File: src/sv/pmd_pkg.sv
`default_nettype none

package pmd_pkg;

    localparam int MAX_CITIES = 32;
    localparam int DIST_WIDTH = 24;
    localparam int VTX_W      = 6;
    localparam int IDX_W      = $clog2(MAX_CITIES);
    localparam int MEM_AW     = 2 * IDX_W;
    localparam int MEM_DEPTH  = MAX_CITIES * MAX_CITIES;

    typedef logic [VTX_W-1:0]      t_vtx;
    typedef logic [IDX_W-1:0]      t_idx;
    typedef logic [DIST_WIDTH-1:0] t_dist;

    localparam t_dist DIST_INF = '1;
    localparam t_vtx  VTX_NONE = '0;
    localparam t_vtx  VTX_MAX  = VTX_W'(MAX_CITIES);
    localparam t_vtx  VTX_MIN  = VTX_W'(2);

    // controller to datapath
    typedef struct packed {
        logic init;
        logic issue;
        logic take_pick;
        logic emit;
        logic last;
        t_vtx v;
    } t_cmd;

    // datapath to controller
    typedef struct packed {
        logic pipe_vld;
    } t_sts;

    function automatic t_idx vtx_to_idx(input t_vtx v);
        t_vtx d;
        d = v - VTX_W'(1);
        return d[IDX_W-1:0];
    endfunction

endpackage

`default_nettype wire

File: src/sv/pmd_ctrl.sv
`default_nettype none

module pmd_ctrl (
    input  wire logic          i_clk,
    input  wire logic          i_rst_n,
    input  wire logic          i_run,
    input  wire pmd_pkg::t_vtx i_city_count,
    input  wire pmd_pkg::t_sts i_sts,
    output pmd_pkg::t_cmd      o_cmd,
    output logic               o_busy
);
    import pmd_pkg::*;

    localparam logic [2:0] S_IDLE  = 3'd0;
    localparam logic [2:0] S_INIT  = 3'd1;
    localparam logic [2:0] S_RELAX = 3'd2;
    localparam logic [2:0] S_DRAIN = 3'd3;
    localparam logic [2:0] S_OUT   = 3'd4;

    logic [2:0] r_state, n_state;
    t_vtx       r_n, n_n;
    t_vtx       r_v, n_v;
    t_vtx       r_round, n_round;
    t_vtx       clamped;

    always_comb begin
        if (i_city_count < VTX_MIN) begin
            clamped = VTX_MIN;
        end else if (i_city_count > VTX_MAX) begin
            clamped = VTX_MAX;
        end else begin
            clamped = i_city_count;
        end
    end

    always_comb begin
        n_state = r_state;
        n_n     = r_n;
        n_v     = r_v;
        n_round = r_round;
        o_cmd   = '0;
        o_cmd.v = r_v;
        unique case (r_state)
            S_IDLE: begin
                if (i_run) begin
                    n_n     = clamped;
                    n_state = S_INIT;
                end
            end
            S_INIT: begin
                o_cmd.init = 1'b1;
                n_v        = VTX_W'(1);
                n_round    = VTX_W'(1);
                n_state    = S_RELAX;
            end
            S_RELAX: begin
                o_cmd.issue = 1'b1;
                if (r_v == r_n) begin
                    n_state = S_DRAIN;
                end else begin
                    n_v = r_v + VTX_W'(1);
                end
            end
            S_DRAIN: begin
                // wait for the last compare, then the running minimum is final
                if (!i_sts.pipe_vld) begin
                    if (r_round == r_n - VTX_W'(1)) begin
                        n_v     = VTX_MIN;
                        n_state = S_OUT;
                    end else begin
                        o_cmd.take_pick = 1'b1;
                        n_round         = r_round + VTX_W'(1);
                        n_v             = VTX_W'(1);
                        n_state         = S_RELAX;
                    end
                end
            end
            S_OUT: begin
                o_cmd.emit = 1'b1;
                o_cmd.last = (r_v == r_n);
                if (r_v == r_n) begin
                    n_state = S_IDLE;
                end else begin
                    n_v = r_v + VTX_W'(1);
                end
            end
            default: begin
                n_state = S_IDLE;
            end
        endcase
    end

    always_ff @(posedge i_clk) begin
        if (!i_rst_n) begin
            r_state <= S_IDLE;
            r_n     <= VTX_MAX;
            r_v     <= '0;
            r_round <= '0;
        end else begin
            r_state <= n_state;
            r_n     <= n_n;
            r_v     <= n_v;
            r_round <= n_round;
        end
    end

    assign o_busy = (r_state != S_IDLE);

endmodule

`default_nettype wire

File: config.mk
export PLATFORM = sky130hd
export DESIGN_NAME = pmd_ctrl
export DESIGN_NICKNAME = d
export VERILOG_FILES = /design/src/sv/pmd_pkg.sv /design/src/sv/pmd_ctrl.sv
export SDC_FILE = /design/constraint.sdc
export NUM_CORES = 1
export LEC_CHECK = 0
export ABC_CLOCK_PERIOD_IN_PS = 2400
export BUFFER_PORTS_ARGS = -buffer_cell sky130_fd_sc_hd__buf_2
export CAP_MARGIN = 20
export CORE_AREA = 2 2 70 56
export CTS_CLUSTER_SIZE = 10
export DETAILED_ROUTE_END_ITERATION = 6
export DIE_AREA = 0 0 72 58
export GPL_TIMING_DRIVEN = 0
export HOLD_SLACK_MARGIN = 0.02
export PLACE_DENSITY = 0.55
export SKIP_LAST_GASP = 1
export SYNTH_ARGS = -nofsm -noshare
export SYNTH_HDL_FRONTEND = slang
export SYNTH_SLANG_ARGS = --single-unit
File: constraint.sdc
create_clock -name i_clk -period 2.4 [get_ports i_clk]
set_input_delay 0.48 -clock i_clk [delete_from_list [all_inputs] [get_ports i_clk]]
set_output_delay 0.48 -clock i_clk [all_outputs]
set_load 0.05 [all_outputs]
# --- Yosys cells after proc, flatten, opt, wreduce, memory -nomap -nowiden ---
# Cells that the tools add are included.
classes:
  addsub: 3
  n_eq_ne: 12
  magnitude_cmp: 2
  mux: 21
  n_reduce_logical: 9
op_table:
  columns: ["op", "n"]
  rows:
  - ["6-bit 2-to-1 mux", 6]
  - ["6-bit case mux with 3 select lines", 1]
  - ["3-bit 2-to-1 mux", 5]
  - ["3-bit case mux with 5 select lines", 1]
  - ["6-bit by 1-bit adder with 6-bit output, second input constant", 2]
  - ["6-bit == test", 2]
  - ["2-bit != test, second input constant", 6]
  - ["6-bit case mux with 2 select lines", 1]
  - ["3-bit by 2-bit == test with 1-bit output, second input constant", 2]
  - ["6-bit greater-than comparator, second input constant", 1]
  - ["6-bit by 2-bit less-than comparator with 1-bit output, second input constant", 1]
  - ["3-bit AND reduction", 2]
  - ["3-bit nonzero test", 2]
  - ["6-bit by 1-bit subtractor with 6-bit output, second input constant", 1]
  - ["1-bit 2-to-1 mux", 5]
  - ["2-bit 2-to-1 mux", 2]
  - ["4-bit AND reduction", 1]
  - ["3-bit by 1-bit == test with 1-bit output, second input constant", 1]
  - ["3-bit == test, second input constant", 1]
  - ["3-bit zero test", 1]
  - ["2-bit AND reduction", 1]
  - ["2-bit nonzero test", 1]
  - ["2-bit OR reduction", 1]
word_totals:
  inputBits: 10
  wordCells: 51
  out_inout_bits: 12
  register_bits: 21

# --- Longest topological paths before layout ---
# Gate-level depths: netlist of the first run.
depth:
  depth_word: 5
  ltp_mapped: 10
  mapped_depth_nobuf: 8

# --- Worst setup path before layout of the first run ---
# No wires, ideal clock.
synth_timing:
  kind: "register to output"
  start: "reg r_n[1]"
  end: "out o_cmd[8] (netlist name)"
  arrival_ps: 2392
  required_ps: 1920
  path_buffers: 1
  path_stages_with_launch: 8
  setup_slack_ps: -472
  path_cell_list: "dfxtp_1 > inv_1 > ha_1 > xor2_1 > and3_1 > and3_1 > buf_6 > nor3_1"
synth_lines:
  columns: ["item", "line_no", "text"]
  rows:
  - ["from (decl)", "pmd_ctrl.sv:21", "t_vtx r_n, n_n;"]
  - ["from (signal assigned)", "pmd_ctrl.sv:101", "r_n <= n_n;"]
  - ["to (decl)", "pmd_ctrl.sv:9", "output pmd_pkg::t_cmd o_cmd,"]

==> results.json, run 1 <==
{
  "hold_depth": 2,
  "outcome": "complete, no violations",
  "rsz0062_at_grt": "no",
  "synth-async-reset-ratio": 0,
  "min_to": "r_round[5]$_SDFFE_PN0P_",
  "yosys_warnings": 0,
  "syn_to_final_growth_pct": 20.43,
  "post-route-min-period_ns": 2.306,
  "ys_seq_elements": 21,
  "initial_utilization": 0.3838,
  "grt_pass1_vias": 1138,
  "routed_wl_mm": 3.171,
  "track_usage": 0.1632,
  "vias": 1240,
  "peakVddDrop_uv": 261.2,
  "rr_endpoint": "r_round[0]$_SDFFE_PN0P_",
  "route.detailed.drc": 0,
  "ant_nets": 0,
  "routedWlPerCell_um": 13.79,
  "syn_area_um2": 1341,
  "worst-path-max-fanout": 5,
  "synth.most_common_cell": "dfxtp_1",
  "nNetsFinal": 202,
  "fillers": 356,
  "power.leakage_nw": 0.6633,
  "rows": 19,
  "timing.hold.ws_ns": 0.5172,
  "clock_latency_ns": 0.26,
  "die_area_um2": 4176,
  "synth_ff_type": "dfxtp_1",
  "relSlewSlack": 0.6319,
  "ios": 22,
  "ys_top_cells_by_count": "dfxtp_1, a21oi_1, nand2_1, nor2_1, xor2_1",
  "reg2reg_slack_ns": 0.54,
  "multi_input_comb_area_um2": 893.4,
  "die_y_um": 58,
  "drv_cap": 0,
  "stdcell_count": 230,
  "cp.arrival_ns": 1.83,
  "drt_iter0_markers": 66,
  "max_freq_mhz": 433.7,
  "port_buffers": 21,
  "cts_tree": "built",
  "cp-end-kind": "primary output",
  "synth_area_leader_cell": "dfxtp_1",
  "synth_nets": 175,
  "cp.required_ns": 1.92,
  "clock-sinks": 21,
  "via_per_inst": 5.391,
  "r2r_start": "r_n[0]$_SDFFE_PN0P_",
  "r2r_cells": 10,
  "power_uw": 871.6,
  "h-tree-depth": 1,
  "ys_top_cells_by_area": "dfxtp_1, a21oi_1, xor2_1",
  "syn_avg_cell_area_um2": 8.280,
  "setup_violations": 0,
  "ys_seq_area_frac": 0.3134,
  "antenna_found_initial": 0,
  "finalWeightedCongestion": 0.7785,
  "powerDensity_nw_per_um2": 539.6,
  "register_area_um2": 426.7,
  "cts_buffers": 3,
  "diodes": 0,
  "synth_edf_count": 0,
  "post-route-period-util": 0.9608,
  "place_hpwl_mm": 2.333,
  "hp-start": "r_round[5]$_SDFFE_PN0P_",
  "syn_inst": 162,
  "hold_path_class": "register to register",
  "core_um2": 3495,
  "fp.dieW_um": 72,
  "ctsLongestPathBuffers": 2,
  "finalHoldViolCount": 0,
  "root_buffer": "clkbuf_8",
  "fin_worst_skew_ns": 0.006064,
  "dr.pass1.iters": 4,
  "clk_pin_slew_ns": 0.07,
  "setup_tns_ns": 0,
  "dp_cells": 225,
  "cp-start-kind": "register",
  "overflow": 0,
  "grt_max_degree": 12,
  "crit_type": "register to primary output",
  "drive_gt1_frac": 0.2660,
  "yosysUniqueCellTypes": 44,
  "tightest_slew_ns": 0.5463,
  "synth.top_cell.area_share": 0.3134,
  "slew_violations": 0,
  "grt_pass1_wl_mm": 5.292
}
-- worst max path at each step --
stage | start | cells after the start | end
after floorplan | r_n[1]$_SDFFE_PN0P_ | 7 | o_cmd[8]
after global placement | r_n[1]$_SDFFE_PN0P_ | 8 | o_cmd[8]
after detailed placement | r_n[1]$_SDFFE_PN0P_ | 8 | o_cmd[8]
after CTS | r_n[0]$_SDFFE_PN0P_ | 9 | o_cmd[8]
after global routing | r_n[1]$_SDFFE_PN0P_ | 6 | o_cmd[6]
final | r_n[1]$_SDFFE_PN0P_ | 6 | o_cmd[6]
-- through the flow --
stage / utilization / setup WS, ns / instance area [um2]
after floorplan: - / -0.03602 / 1349
after global placement: 0.4311 / 0.1317 / 1506
after detailed placement: 0.4311 / 0.1133 / 1506
after CTS: 0.4533 / 0.0008744 / 1584
after global routing: 0.4622 / 0.004500 / 1615
final: 0.4622 / 0.09411 / 1615
-- timing repair --
item                                    4_1_cts  5_1_grt
hold buffers                                  0        0
pin swaps                                     1        4
setup buffers                                 2        0
resized for setup                             6        8
endpoints found under the setup margin        1        2
-- cells in the final DEF (no fill, tap or decap), drive strengths merged, types with 2 or more instances in the layout --
cell    synthesis  final
nand2b          2      2
nand4           3      3
buf             6     28
and3            4      4
a21oi          16     16
dfxtp          21     21
nor3            8      8
nor3b           3      3
a211oi          3      3
nand2          14     14
inv             6      6
xor2            8      8
ha              3      3
nor4            2      2
o21ai          11     11
or3             7      7
a21o            2      2
nand3           3      3
nor2b           7      7
nor2           11     11
clkbuf          2      6
xnor2           7      7
-- state kept, by name, indices dropped and copies added (netlist names) --
| signal | count |
|---|---|
| r_round | 6 |
| r_v | 6 |
| r_state | 3 |
| r_n | 6 |
-- per-layer routing --
layer	GRT usage	vias up	wire length [um]
met1	0.2221	580	1530
li1	-	625	-
met3	0.04348	4	171
met5	0	-	0
met2	0.2593	31	1428
met4	0.04043	0	40
-- logic make-up after synthesis --
family,Yosys count,share of synthesized area
AOI/OAI and AO/OA,39,0.1922
xor gates and xnor gates,15,0.1035
adders and majority gates,3,0.02799
buffers and inverters,14,0.05876
DFF,21,0.3134
muxes,1,0.007463
and+or+nand+nor,69,0.2966
-- power breakdown --
| part | internal [mW] | leakage [nW] | total [mW] | switching, mW |
|---|---|---|---|---|
| Clock | 0.118 | 0.0228 | 0.232 | 0.114 |
| Combinational | 0.0906 | 0.468 | 0.252 | 0.162 |
| Sequential | 0.365 | 0.172 | 0.387 | 0.0215 |
| Total | 0.574 | 0.663 | 0.872 | 0.297 |
-- critical path, stage by stage (launching register included) --
cell	delay, ns
dfxtp_4	0.35
buf_4	0.15
xor2_1	0.14
nor4_1	0.32
nand3_2	0.22
nor2_2	0.12
buf_2	0.27
-- area by class of cell --
cell class,instances,share of cell area
multi-input combinational,127,0.5531
clock buffer,4,0.02789
buffer,7,0.02789
inverter,6,0.01394
timing repair buffer,23,0.08056
tap,42,0.03253
sequential,21,0.2641
Power figures use the tool's default switching activity.
==> inputs of run 2 (changes only) <==
--- a/config.mk
+++ b/config.mk
@@ -5,13 +5,14 @@
 export SDC_FILE = /design/constraint.sdc
 export NUM_CORES = 1
 export LEC_CHECK = 0
+export ABC_AREA = 1
 export ABC_CLOCK_PERIOD_IN_PS = 2400
 export BUFFER_PORTS_ARGS = -buffer_cell sky130_fd_sc_hd__buf_2
 export CAP_MARGIN = 20
-export CORE_AREA = 2 2 70 56
+export CORE_AREA = 2 2 74 58
 export CTS_CLUSTER_SIZE = 10
 export DETAILED_ROUTE_END_ITERATION = 6
-export DIE_AREA = 0 0 72 58
+export DIE_AREA = 0 0 76 60
 export GPL_TIMING_DRIVEN = 0
 export HOLD_SLACK_MARGIN = 0.02
 export PLACE_DENSITY = 0.55
==> run 2 against run 1 <==
Sequential power up 39%. Worst hold slack worse by 0.041 ns. Combinational power rose to 4.8 times the previous value. First-iteration DRC count up 20%. Clock skew down 0.0029 ns. Flip-flop and latch count unchanged. Register-to-register slack better by 0.19 ns. Critical endpoint is now o_cmd[8]. Sequential share of layout area down 2.1 points.
==> results.json, run 2 <==
{
  "syn_inst": 224,
  "crit_type": "register to primary output",
  "fillers": 412,
  "ys_seq_area_frac": 0.2843,
  "port_buffers": 21,
  "path_delay_family": "simple AND/OR/NAND/NOR gates",
  "cts-hold-fix-buffers": 0,
  "synth_ff_type": "dfxtp_1",
  "slowest_stage": "dfxtp_4",
  "via_per_inst": 4.626,
  "synth_edf_count": 0,
  "synth_nets": 237,
  "met2_usage": 0.2819,
  "crit_top_cell": "nor2_1",
  "cp-end-kind": "primary output",
  "final_cell_area_um2": 1752,
  "vias": 1411,
  "die_y_um": 60,
  "synth_area_leader_cell": "dfxtp_1",
  "overflow": 0,
  "dp_cells": 300,
  "route.detailed.drc": 0,
  "cts_tree": "built",
  "nNetsFinal": 264,
  "stdcell_count": 305,
  "syn_to_final_growth_pct": 18.44,
  "post-route-period-util": 0.9327,
  "post-route-min-period_ns": 2.238,
  "die_area_um2": 4560,
  "finalHoldViolCount": 0,
  "setup_ws_ns": 0.1616,
  "path_buf_inv": 2,
  "syn_area_um2": 1479,
  "setup_violations": 0,
  "clk_pin_slew_ns": 0.08,
  "place_area_um2": 1668,
  "rows": 20,
  "grt_max_degree": 13,
  "ctsLongestPathBuffers": 2,
  "setup_tns_ns": 0,
  "met1_usage": 0.2294,
  "yosys_warnings": 0,
  "drv_cap": 0,
  "ys_top_cells_by_count": "nand2_1, nor2_1, dfxtp_1, inv_1, nand3_1",
  "ys_top_cells_by_area": "dfxtp_1, nand2_1, nor2_1",
  "synthAdderAreaFrac": 0.02538,
  "dpl_worst_slack_ns": 0.1974,
  "grt_pass1_vias": 1271,
  "slowest_delay_ns": 0.38,
  "final_common_cell": "nand2_1",
  "met3_usage": 0.03323,
  "cp.arrival_ns": 1.76,
  "utilization": 0.4516,
  "synth_top_family_by_area": "simple AND/OR/NAND/NOR gates",
  "hold_path_class": "input pin to register",
  "cp.required_ns": 1.92,
  "synth_mux_area_frac": 0,
  "clock-sinks": 21,
  "max_freq_mhz": 446.7,
  "synth_compound_area_frac": 0.1404,
  "synthSimpleGateAreaFrac": 0.3942,
  "routed_wl_mm": 3.515,
  "clock_latency_ns": 0.27,
  "dr.pass1.iters": 5,
  "ios": 22,
  "core_um2": 3879,
  "antenna_found_initial": 0,
  "peakVddDrop_uv": 526.6,
  "grt_pass1_wl_mm": 5.989,
  "finalWeightedCongestion": 0.8232,
  "cts_buffers": 3,
  "synthXorXnorAreaFrac": 0.06514,
  "routedWlPerCell_um": 11.52,
  "diodes": 0,
  "busiest_layer": "met2",
  "h-tree-depth": 1,
  "yosysUniqueCellTypes": 29,
  "synth.top_cell.area_share": 0.2843,
  "initial_utilization": 0.3813,
  "reg_top3": "r_n: 6 flops, r_round: 6 flops, r_v: 6 flops",
  "powerDensity_nw_per_um2": 1129,
  "relSlewSlack": 0.7740,
  "ys_seq_elements": 21,
  "cp_cell_sequence": "inv_1 > ha_4 > xnor2_1 > nor2_1 > nand2_1 > nor2_4 > nand3_2 > nand2_2 > nor2_1 > buf_4",
  "cp-start-kind": "register",
  "drive_gt1_frac": 0.2640,
  "layout_common_cells": "nand2_1, nor2_1, buf_2",
  "drt_iter0_markers": 79,
  "fp.dieW_um": 76,
  "synth.most_common_cell": "nand2_1",
  "tightest_slew_ns": 0.3382,
  "ant_nets": 0,
  "synth-async-reset-ratio": 0,
  "root_buffer": "clkbuf_8",
  "slew_violations": 0,
  "worst-path-max-fanout": 4,
  "rsz0062_at_grt": "no",
  "place_hpwl_mm": 2.679,
  "track_usage": 0.1667,
  "fin_worst_skew_ns": 0.003190,
  "outcome": "complete, no violations",
  "syn_avg_cell_area_um2": 6.602,
  "power.leakage_nw": 0.7764
}
-- run 2: cell count changes in the layout (fill, tap and decap cells not counted), sizes merged, moves of 4 or more --
cell   delta
nor2b     -7
and3      -4
a21oi     +5
nor3      -4
o21ai     -4
or3       -7
nand3    +18
nor2     +20
inv      +24
nand2    +49
-- run 2: final timing paths --
path / start / to / slack [ns] / cells past startpoint
max reg2reg: r_n[1]$_SDFFE_PN0P_ / r_round[1]$_SDFFE_PN0P_ / 0.73 / 11
min reg2reg: r_v[5]$_SDFFE_PN0P_ / r_v[5]$_SDFFE_PN0P_ / 0.52 / 2
min: i_city_count[3] / r_n[3]$_SDFFE_PN0P_ / 0.48 / 3
max: r_n[1]$_SDFFE_PN0P_ / o_cmd[8] / 0.16 / 10
-- run 2: metrics by stage --
stage	power, mW	hold WS, ns
after floorplan	1.475	0.4850
after global placement	1.716	0.5035
after detailed placement	1.713	0.5143
after CTS	1.970	0.4756
after global routing	2.156	0.4963
final	1.978	0.4766
-- run 2: power breakdown --
part	switching [mW]	total [mW]	internal [mW]	leakage, nW
registers	0.109	0.538	0.429	0.172
logic	0.839	1.20	0.358	0.578
clock network	0.127	0.243	0.116	0.0255
total	1.07	1.98	0.903	0.776
-- run 2: cell families after synthesis --
logic type,Yosys count
buf+inv,33
flops,21
compound gates,33
simple gates,123
xor+xnor,11
fa+ha+maj,3
-- run 2: cell type report --
class,count,area [um2],area share
clock buffers,3,41.29,0.02357
plain buffers,3,21.27,0.01214
flip-flops and latches,21,425.4,0.2429
inverters,30,115.1,0.06571
multi-input cells,170,959.7,0.5479
clock inverters,1,5.005,0.002857
repair buffers,22,115.1,0.06571
well taps,55,68.82,0.03929
-- run 2: tightest hold or removal path: stages --
cell and delay, ns:
buf_2 0.11, nand2_1 0.06, a21oi_1 0.05
-- run 2: what timing repair did --
item,in CTS,in global routing
buffers inserted,0,1
pin swaps,0,1
resized for setup,5,3
setup endpoints to repair,1,1
endpoints found under the hold margin,0,0
-- run 2: layer usage --
layer,vias to the layer above,share of wire
met4,0,0
met3,0,0.038
met5,-,0
met2,22,0.42
li1,772,-
met1,617,0.54
